### config.mk
export PLATFORM = sky130hd
export DESIGN_NAME = two_ended_hunk_allocator
export DESIGN_NICKNAME = d
export VERILOG_FILES = /design/src/hw/rtl/teha_pkg.sv /design/src/hw/rtl/teha_step.sv /design/src/hw/rtl/two_ended_hunk_allocator.sv
export SDC_FILE = /design/constraint.sdc
export NUM_CORES = 2
export LEC_CHECK = 0
export BUFFER_PORTS_ARGS = -buffer_cell sky130_fd_sc_hd__buf_2
export CAP_MARGIN = 20
export CORE_MARGIN = 10
export CORE_UTILIZATION = 60
export DETAILED_ROUTE_END_ITERATION = 8
export PLACE_DENSITY = 0.78
export SKIP_CTS_REPAIR_TIMING = 1
export SYNTH_ARGS = -nofsm -noshare
export SYNTH_HDL_FRONTEND = slang
export SYNTH_HIERARCHICAL = 1
export SYNTH_SLANG_ARGS = --single-unit
### constraint.sdc
create_clock -name aclk -period 30.8 [get_ports aclk]
set_input_delay 3.08 -clock aclk [delete_from_list [all_inputs] [get_ports aclk]]
set_output_delay 3.08 -clock aclk [all_outputs]
set_load 0.005 [all_outputs]
### src/hw/rtl/teha_pkg.sv
`timescale 1ns / 1ps

package teha_pkg;

    typedef enum logic [2:0] {
        CMD_ALLOC_PERM = 3'd0,
        CMD_ALLOC_TEMP = 3'd1,
        CMD_FREE_TEMP  = 3'd2,
        CMD_SET_MARK   = 3'd3,
        CMD_CLEAR_MARK = 3'd4,
        CMD_CLEAR_ALL  = 3'd5
    } cmd_t;

    typedef enum logic [1:0] {
        ST_OK       = 2'd0,
        ST_NO_ROOM  = 2'd1,
        ST_ZERO     = 2'd2,
        ST_IGNORED  = 2'd3
    } status_t;

    localparam logic [1:0] PREF_LOW  = 2'd0;
    localparam logic [1:0] PREF_HIGH = 2'd1;

    localparam int unsigned TEMP_ALIGN   = 8;
    localparam int unsigned ARITH_W      = 36;
    localparam logic [31:0] REGION_RESET = 32'd268435456;

    typedef struct packed {
        status_t     status;
        logic [31:0] payload_offset;
        logic [31:0] block_bytes;
        logic [31:0] bytes_left;
        logic        permanent_on_low;
        logic        mark_present;
    } result_t;

endpackage

### src/hw/rtl/teha_step.sv
`timescale 1ns / 1ps

module teha_step
    import teha_pkg::*;
#(
    parameter int unsigned REGION_BITS  = 32,
    parameter int unsigned HEADER_BYTES = 32,
    parameter int unsigned LINE_ALIGN   = 64
) (
    input  cmd_t                   cmd_i,
    input  logic [31:0]            req_i,
    input  logic [1:0]             pref_i,
    input  logic [31:0]            foff_i,
    input  logic [31:0]            fbytes_i,
    input  logic [REGION_BITS-1:0] region_i,
    input  logic                   pel_i,
    input  logic [REGION_BITS-1:0] perm_i [2],
    input  logic [REGION_BITS-1:0] temp_i [2],
    input  logic [REGION_BITS-1:0] mark_i [2],
    input  logic [REGION_BITS-1:0] hw_i   [2],
    output logic                   pel_o,
    output logic [REGION_BITS-1:0] perm_o [2],
    output logic [REGION_BITS-1:0] temp_o [2],
    output logic [REGION_BITS-1:0] mark_o [2],
    output logic [REGION_BITS-1:0] hw_o   [2],
    output result_t                res_o
);

    localparam int unsigned RB = REGION_BITS;
    localparam int unsigned AW = ARITH_W;

    logic                 t0;
    logic                 t_empty;
    logic signed [RB+1:0] dt;
    logic signed [RB+1:0] dp;
    logic                 swap_ok;
    logic                 call;
    logic                 pel_n;
    logic                 pn;
    logic                 tn;
    logic [AW-1:0]        hdr;
    logic [AW-1:0]        region_w;
    logic [AW-1:0]        req_w;
    logic [AW-1:0]        blk_p;
    logic [AW-1:0]        blk_t;
    logic [AW-1:0]        new_top;
    logic [AW-1:0]        diff;
    logic                 free_ok;
    logic [RB-1:0]        lo;
    logic [RB-1:0]        hi;
    logic [AW-1:0]        used;

    always_comb begin
        perm_o  = perm_i;
        temp_o  = temp_i;
        mark_o  = mark_i;
        hw_o    = hw_i;
        pel_o   = pel_i;
        res_o   = '0;
        call    = 1'b0;
        pel_n   = pel_i;
        pn      = ~pel_i;
        tn      = pel_i;
        new_top = '0;
        free_ok = 1'b0;

        hdr      = AW'(HEADER_BYTES);
        region_w = AW'(region_i);
        req_w    = AW'(req_i);
        blk_p    = hdr + ((req_w + AW'(LINE_ALIGN - 1)) & ~AW'(LINE_ALIGN - 1));
        blk_t    = hdr + ((req_w + AW'(TEMP_ALIGN - 1)) & ~AW'(TEMP_ALIGN - 1));

        t0      = pel_i;
        t_empty = (temp_i[t0] == perm_i[t0]);
        dt      = $signed({2'b00, hw_i[t0]}) - $signed({2'b00, perm_i[t0]});
        dp      = $signed({2'b00, hw_i[~t0]}) - $signed({2'b00, perm_i[~t0]});
        swap_ok = t_empty && (dt > dp);
        diff    = AW'(temp_i[t0]) - AW'(perm_i[t0]);

        case (cmd_i)
            CMD_ALLOC_PERM: begin
                if (req_i == 32'd0) begin
                    res_o.status = ST_ZERO;
                end else begin
                    call = (pref_i != PREF_LOW && pref_i != PREF_HIGH) || !t_empty
                        || (pref_i == PREF_LOW && !pel_i) || (pref_i == PREF_HIGH && pel_i);
                    pel_n = pel_i ^ (call && swap_ok);
                    pel_o = pel_n;
                    pn    = ~pel_n;
                    res_o.block_bytes = blk_p[31:0];
                    new_top = AW'(perm_i[pn]) + blk_p;
                    if (AW'(temp_i[0]) + AW'(temp_i[1]) + blk_p > region_w) begin
                        res_o.status = ST_NO_ROOM;
                    end else begin
                        perm_o[pn] = RB'(new_top);
                        temp_o[pn] = RB'(new_top);
                        if (pel_n) begin
                            res_o.payload_offset = 32'(AW'(perm_i[pn]) + hdr);
                        end else begin
                            res_o.payload_offset = 32'(region_w - new_top + hdr);
                        end
                    end
                end
            end
            CMD_ALLOC_TEMP: begin
                pel_n = pel_i ^ swap_ok;
                pel_o = pel_n;
                pn    = ~pel_n;
                tn    = pel_n;
                res_o.block_bytes = blk_t[31:0];
                new_top = AW'(temp_i[tn]) + blk_t;
                if (AW'(temp_i[tn]) + AW'(perm_i[pn]) + blk_t > region_w) begin
                    res_o.status = ST_NO_ROOM;
                end else begin
                    temp_o[tn] = RB'(new_top);
                    if (pel_n) begin
                        res_o.payload_offset = 32'(region_w - new_top + hdr);
                    end else begin
                        res_o.payload_offset = 32'(AW'(temp_i[tn]) + hdr);
                    end
                    if (RB'(new_top) > hw_i[tn]) begin
                        hw_o[tn] = RB'(new_top);
                    end
                end
            end
            CMD_FREE_TEMP: begin
                if (AW'(fbytes_i) <= diff) begin
                    if (!pel_i) begin
                        free_ok = (AW'(foff_i) == AW'(temp_i[t0]) - AW'(fbytes_i) + hdr);
                    end else if (temp_i[t0] <= region_i) begin
                        free_ok = (AW'(foff_i) == region_w - AW'(temp_i[t0]) + hdr);
                    end
                end
                if (free_ok) begin
                    temp_o[t0] = RB'(AW'(temp_i[t0]) - AW'(fbytes_i));
                end else begin
                    res_o.status = ST_IGNORED;
                end
            end
            CMD_SET_MARK: begin
                mark_o = perm_i;
            end
            CMD_CLEAR_MARK: begin
                perm_o = mark_i;
                temp_o = mark_i;
            end
            CMD_CLEAR_ALL: begin
                perm_o = '{default: '0};
                temp_o = '{default: '0};
                mark_o = '{default: '0};
                hw_o   = '{default: '0};
                pel_o  = 1'b1;
            end
            default: begin
            end
        endcase

        lo   = (perm_o[0] > temp_o[0]) ? perm_o[0] : temp_o[0];
        hi   = (perm_o[1] > temp_o[1]) ? perm_o[1] : temp_o[1];
        used = AW'(lo) + AW'(hi);
        res_o.bytes_left       = (used >= region_w) ? 32'd0 : 32'(region_w - used);
        res_o.permanent_on_low = pel_o;
        res_o.mark_present     = (mark_o[0] != '0) || (mark_o[1] != '0);
    end

endmodule

### src/hw/rtl/two_ended_hunk_allocator.sv
// Two-ended stack allocator over one region of memory offsets.
// Commands arrive on the s_ stream: s_tuser carries the command, s_tdata
// its operands. Each command gives exactly one result on the m_ stream:
// m_tuser carries the status, m_tdata the offset, block size, space left
// and the end and mark flags.
// The region size is written on the cfg_ channel; the user must write it
// only while no command is in flight, as the block does not enforce this.
// cfg_ready is always high. Each command lands in the input register and
// its result loads into the output register once that register is free.
// One command per cycle while results are taken. The state registers feed
// the next command straight from the single combinational step.
// Reset clears both ends, puts permanent blocks on the low end and sets
// the region to 256 MiB. When the receiver stalls, the result holds in
// the output register, one more command waits in the input register, and
// s_tready drops until the result is transferred.
`timescale 1ns / 1ps

module two_ended_hunk_allocator
    import teha_pkg::*;
#(
    parameter int unsigned SPACE_BITS   = 32,
    parameter int unsigned HEADER_BYTES = 32,
    parameter int unsigned LINE_ALIGN   = 64
) (
    input  logic         aclk,
    input  logic         aresetn,
    input  logic         s_tvalid,
    output logic         s_tready,
    // req_bytes[31:0], end_pref[33:32], free_offset[65:34], free_bytes[97:66]
    input  logic [103:0] s_tdata,
    // cmd[2:0]
    input  logic [2:0]   s_tuser,
    output logic         m_tvalid,
    input  logic         m_tready,
    // payload_offset[31:0], block_bytes[63:32], bytes_left[95:64],
    // permanent_on_low[96], mark_present[97]
    output logic [103:0] m_tdata,
    // status[1:0]
    output logic [1:0]   m_tuser,
    input  logic         cfg_valid,
    output logic         cfg_ready,
    input  logic [31:0]  cfg_data
);

    localparam int unsigned RB = (SPACE_BITS < 32) ? SPACE_BITS : 32;

    logic          in_valid_reg;
    cmd_t          cmd_reg;
    logic [31:0]   req_reg;
    logic [1:0]    pref_reg;
    logic [31:0]   foff_reg;
    logic [31:0]   fbytes_reg;
    logic [RB-1:0] region_reg;
    logic          pel_reg;
    logic          pel_next;
    logic [RB-1:0] perm_reg [2];
    logic [RB-1:0] temp_reg [2];
    logic [RB-1:0] mark_reg [2];
    logic [RB-1:0] hw_reg   [2];
    logic [RB-1:0] perm_next [2];
    logic [RB-1:0] temp_next [2];
    logic [RB-1:0] mark_next [2];
    logic [RB-1:0] hw_next   [2];
    logic          m_valid_reg;
    result_t       res_reg;
    result_t       res_next;
    logic          advance;

    assign advance   = in_valid_reg && (!m_valid_reg || m_tready);
    assign s_tready  = !in_valid_reg || advance;
    assign cfg_ready = 1'b1;
    assign m_tvalid  = m_valid_reg;
    assign m_tuser   = res_reg.status;
    assign m_tdata   = {6'd0, res_reg.mark_present, res_reg.permanent_on_low,
                        res_reg.bytes_left, res_reg.block_bytes, res_reg.payload_offset};

    teha_step #(
        .REGION_BITS (RB),
        .HEADER_BYTES(HEADER_BYTES),
        .LINE_ALIGN  (LINE_ALIGN)
    ) u_step (
        .cmd_i   (cmd_reg),
        .req_i   (req_reg),
        .pref_i  (pref_reg),
        .foff_i  (foff_reg),
        .fbytes_i(fbytes_reg),
        .region_i(region_reg),
        .pel_i   (pel_reg),
        .perm_i  (perm_reg),
        .temp_i  (temp_reg),
        .mark_i  (mark_reg),
        .hw_i    (hw_reg),
        .pel_o   (pel_next),
        .perm_o  (perm_next),
        .temp_o  (temp_next),
        .mark_o  (mark_next),
        .hw_o    (hw_next),
        .res_o   (res_next)
    );

    // input register
    always_ff @(posedge aclk) begin
        if (!aresetn) begin
            in_valid_reg <= 1'b0;
        end else if (s_tready) begin
            in_valid_reg <= s_tvalid;
        end
        if (s_tvalid && s_tready) begin
            cmd_reg    <= cmd_t'(s_tuser);
            req_reg    <= s_tdata[31:0];
            pref_reg   <= s_tdata[33:32];
            foff_reg   <= s_tdata[65:34];
            fbytes_reg <= s_tdata[97:66];
        end
    end

    // allocator state and region size
    always_ff @(posedge aclk) begin
        if (!aresetn) begin
            region_reg <= RB'(REGION_RESET);
            pel_reg    <= 1'b1;
            perm_reg   <= '{default: '0};
            temp_reg   <= '{default: '0};
            mark_reg   <= '{default: '0};
            hw_reg     <= '{default: '0};
        end else begin
            if (cfg_valid && cfg_ready) begin
                region_reg <= cfg_data[RB-1:0];
            end
            if (advance) begin
                pel_reg  <= pel_next;
                perm_reg <= perm_next;
                temp_reg <= temp_next;
                mark_reg <= mark_next;
                hw_reg   <= hw_next;
            end
        end
    end

    // output register
    always_ff @(posedge aclk) begin
        if (!aresetn) begin
            m_valid_reg <= 1'b0;
        end else if (advance) begin
            m_valid_reg <= 1'b1;
        end else if (m_tready) begin
            m_valid_reg <= 1'b0;
        end
        if (advance) begin
            res_reg <= res_next;
        end
    end

`ifndef SYNTHESIS
    a_perm_end_flush: assert property (@(posedge aclk) disable iff (!aresetn)
        (pel_reg ? (temp_reg[0] == perm_reg[0]) : (temp_reg[1] == perm_reg[1])))
        else $error("permanent end holds temporary blocks");

    a_temp_end_order: assert property (@(posedge aclk) disable iff (!aresetn)
        (pel_reg ? (temp_reg[1] >= perm_reg[1]) : (temp_reg[0] >= perm_reg[0])))
        else $error("temporary top below permanent top");

    a_fail_no_offset: assert property (@(posedge aclk) disable iff (!aresetn)
        (m_valid_reg && res_reg.status != ST_OK) |-> (res_reg.payload_offset == 32'd0))
        else $error("failed command returned an offset");

    a_accept_loads: assert property (@(posedge aclk) disable iff (!aresetn)
        (s_tvalid && s_tready) |=> in_valid_reg)
        else $error("transfer lost at input register");
`endif

endmodule

==> flow_metrics.tcl <==
set metrics [dict create \
    grt_usage 0.432 \
    yosysMostFrequentCell "nand2_1" \
    row_count 118 \
    place_ws_ns 2.92 \
    slew_headroom 0.0816 \
    whs_path_depth 2 \
    synth_top_family_by_area "compound AO/OA/AOI/OAI gates" \
    worst_pin_slew_ns 1.37 \
    cp_common_cell "o21ai_0" \
    synth_top_cell_area_share 0.145 \
    firstDrtPassIters 9 \
    p_int_mw 2.50 \
    detail_route.wl_per_cell_um 28.3 \
    synth_simple_gate_area_frac 0.187 \
    final_util 0.650 \
    ys_types 134 \
    drive_gt1_frac 0.0986 \
    gp_congestion 1.11 \
    core-area_um2 104000 \
    worst-endpoint-arrival_ns 29.89 \
    clock_latency_ns 0.75 \
    die_w_um 344 \
    slew_viol_final 0 \
    holdPathEnd "mark_reg[2]" \
    ys_seq_elements 492 \
    min_path_type "register to register" \
    synthMuxAreaShare 0.104 \
    peakVddDrop_mv 0.114 \
    hold_violations 0 \
    synth_xor_area_frac 0.0705 \
    synth_flop_cell "dfxtp_1" \
    drtAntennaViolNets 0 \
    combPwrFrac 0.704 \
    period_needed_ns 29.45 \
    cpPeakStageDelay_ns 0.84 \
    syn_area_per_cell_um2 7.87 \
    clockPowerShare 0.143 \
    powerDensity_nw_per_um2 78.6 \
    p_leak_nw 30.5 \
    critPathSlowestCell "nor4_2" \
    netlist_area_um2 63100 \
    min_period_over_period 0.956 \
    timing.final.ws_setup_ns 1.35 \
    fillers 9153 \
    h-tree-depth 2 \
    pwr-share-seq 0.153 \
    fin_setup_tns_ns 0 \
    finalSetupViolations 0 \
    r2r_slack_ns 1.35 \
    start_kind "register" \
    drt_wl_total_mm 270 \
    syn2layout_area_growth_pct 7.09 \
    ys_async_sr_fraction 0 \
    drc 0 \
    drt_iter0_markers 9913 \
    wl_met3_mm 42.4 \
    rsz0062_at_grt "false" \
    skew_ns 0.0702 \
    r2r_cells 100 \
    syn_inst 8010 \
    ctsLongestPathBuffers 3 \
    top_layer "met5" \
    met2_length_mm 101 \
    cts_buffers 60 \
    cap_violations 0 \
    synth_edf_count 201 \
    required_ns 31.24 \
    hold_ws_ns 0.481 \
    die_y_um 344 \
    finalNetCount 9041 \
    largest_reg_flops 98 \
    critPathKind "register to register" \
    cts.reportedPaths.clkPinSlew_ns 0.06 \
    portBuffers 239 \
    status "finished, final reports clean" \
    initial_core_util 0.607 \
    crit_path_end_kind "register" \
    root_buffer "clkbuf_16" \
    crit_path_max_fanout 49 \
    synth.area.top_cells "ha_1, edfxtp_1, dfxtp_1, mux2i_1, nand2_1" \
    synth-compound-area-share 0.213 \
    antenna_found_initial 13 \
    wl_met1_mm 104 \
    power.switching_mw 2.81 \
    clkSinkCount 492 \
    avgViaCountPerCell 6.77 \
    dp_hpwl_mm 211 \
    hp-start "mark_reg[2]" \
    yosysWarnings 6 \
    max_freq_mhz 34.0 \
    ioPinCount 253 \
    synthAdderAreaFrac 0.167 \
    yosys-top-cells-count "nand2_1, ha_1, inv_1" \
    vias 64544 \
    swShare 0.530 \
    cts_tree "yes" \
    synth_top_area_cell "ha_1" \
    grt_max_degree 239 \
    grt_pass1_vias 57866 \
    r2r_end "m_tdata[80]" \
    yosysSeqAreaShare 0.188 \
    die_area_um2 118000 \
    reg2reg_from "pel_reg" \
    grt_pass1_wl_mm 380 \
    grt_overflow 0 \
]
==> cells in the final DEF, fill, tap and decap left out, types with 38 or more instances in the layout <==
master and count:
a31oi_1 38, fa_1 68, o21bai_1 46, edfxtp_1 201, a21boi_0 42, nor2b_1 110, a22o_1 71, a21o_1 165
buf_2 238, xnor2_1 306, o22ai_1 46, mux2_2 107, nand3_1 137, a21oi_1 507, nand2_1 1142, ha_1 733
mux2i_1 493, nor2_1 424, or3_1 51, nand2b_1 84, inv_1 596, clkbuf_16 60, and3_1 62, a211oi_1 47
and2_1 57, o21ai_0 520, o21a_1 99, dfxtp_1 290, nor3_1 122, nor4_1 51, a22oi_1 96, buf_4 177
nand4_1 96, o211ai_1 39, xor2_1 192
==> kinds of logic (layout without fill, tap and decap cells) <==
family	after synthesis	count (layout)
other	3	22
adders and majority gates	801	801
buffers and inverters	1005	1135
and+or+nand+nor	2514	2514
muxes	629	629
xor gates and xnor gates	504	504
DFF	492	492
AOI/OAI and AO/OA	2062	2062
==> worst max-delay path: cells and delay by family, from the launching register on <==
family	cells	cell delay, ns
adder cells (fa/ha/maj)	9	3.12
flip-flops	1	0.83
XOR/XNOR	3	0.86
AO/OA/AOI/OAI	63	16.16
multiplexers	3	1.06
AND/OR/NAND/NOR	17	4.67
buffers and inverters	5	2.26
==> power by group through the flow <==
| stage | sequential, mW | combinational (mW) | clock (mW) |
|---|---|---|---|
| 3_5_place_dp | 0.821 | 3.53 | 0 |
| 5_1_grt | 0.814 | 3.95 | 0.787 |
| 2_1_floorplan | 0.802 | 2.46 | 0 |
| 6_report | 0.812 | 3.73 | 0.762 |
| 4_1_cts | 0.808 | 3.55 | 0.765 |
| 3_3_place_gp | 0.820 | 3.47 | 0 |
==> layer usage <==
| layer | vias up | GRT usage |
|---|---|---|
| met5 | - | 0 |
| met4 | 12 | 0.292 |
| met3 | 822 | 0.152 |
| met2 | 4702 | 0.580 |
| met1 | 30185 | 0.572 |
| li1 | 28823 | - |
==> how the worst max path moves through the flow <==
stage | end | cells past startpoint | slack [ns] | start
finish | m_tdata[80] | 100 | 1.35 | pel_reg
detailed placement | m_tdata[67] | 101 | 2.92 | pel_reg
CTS | m_tdata[64] | 101 | 2.80 | pel_reg
floorplan | m_tdata[82] | 118 | 8.53 | pel_reg
global route | m_tdata[94] | 105 | 0.54 | pel_reg
global placement | m_tdata[67] | 101 | 3.34 | pel_reg
==> final cells by class <==
cell class / count / area [um^2] / share of cell area
clock inverters: 36 / 418 / 0.00619
flip-flops and latches: 492 / 11900 / 0.176
inverters: 601 / 2260 / 0.0334
diodes: 12 / 30.0 / 0.000445
well taps: 1380 / 1730 / 0.0256
multi-input cells: 6520 / 47000 / 0.695
clock buffers: 77 / 1650 / 0.0244
repair buffers: 421 / 2630 / 0.0390
==> through the flow <==
step	power [mW]	instance area, um^2	instances
3_3_place_gp	4.29	65400	9407
2_1_floorplan	3.26	63100	8017
3_5_place_dp	4.35	65400	9407
4_1_cts	5.13	67400	9520
5_1_grt	5.55	67500	9527
6_report	5.31	67500	9539
Power figures use the tool's default switching activity.
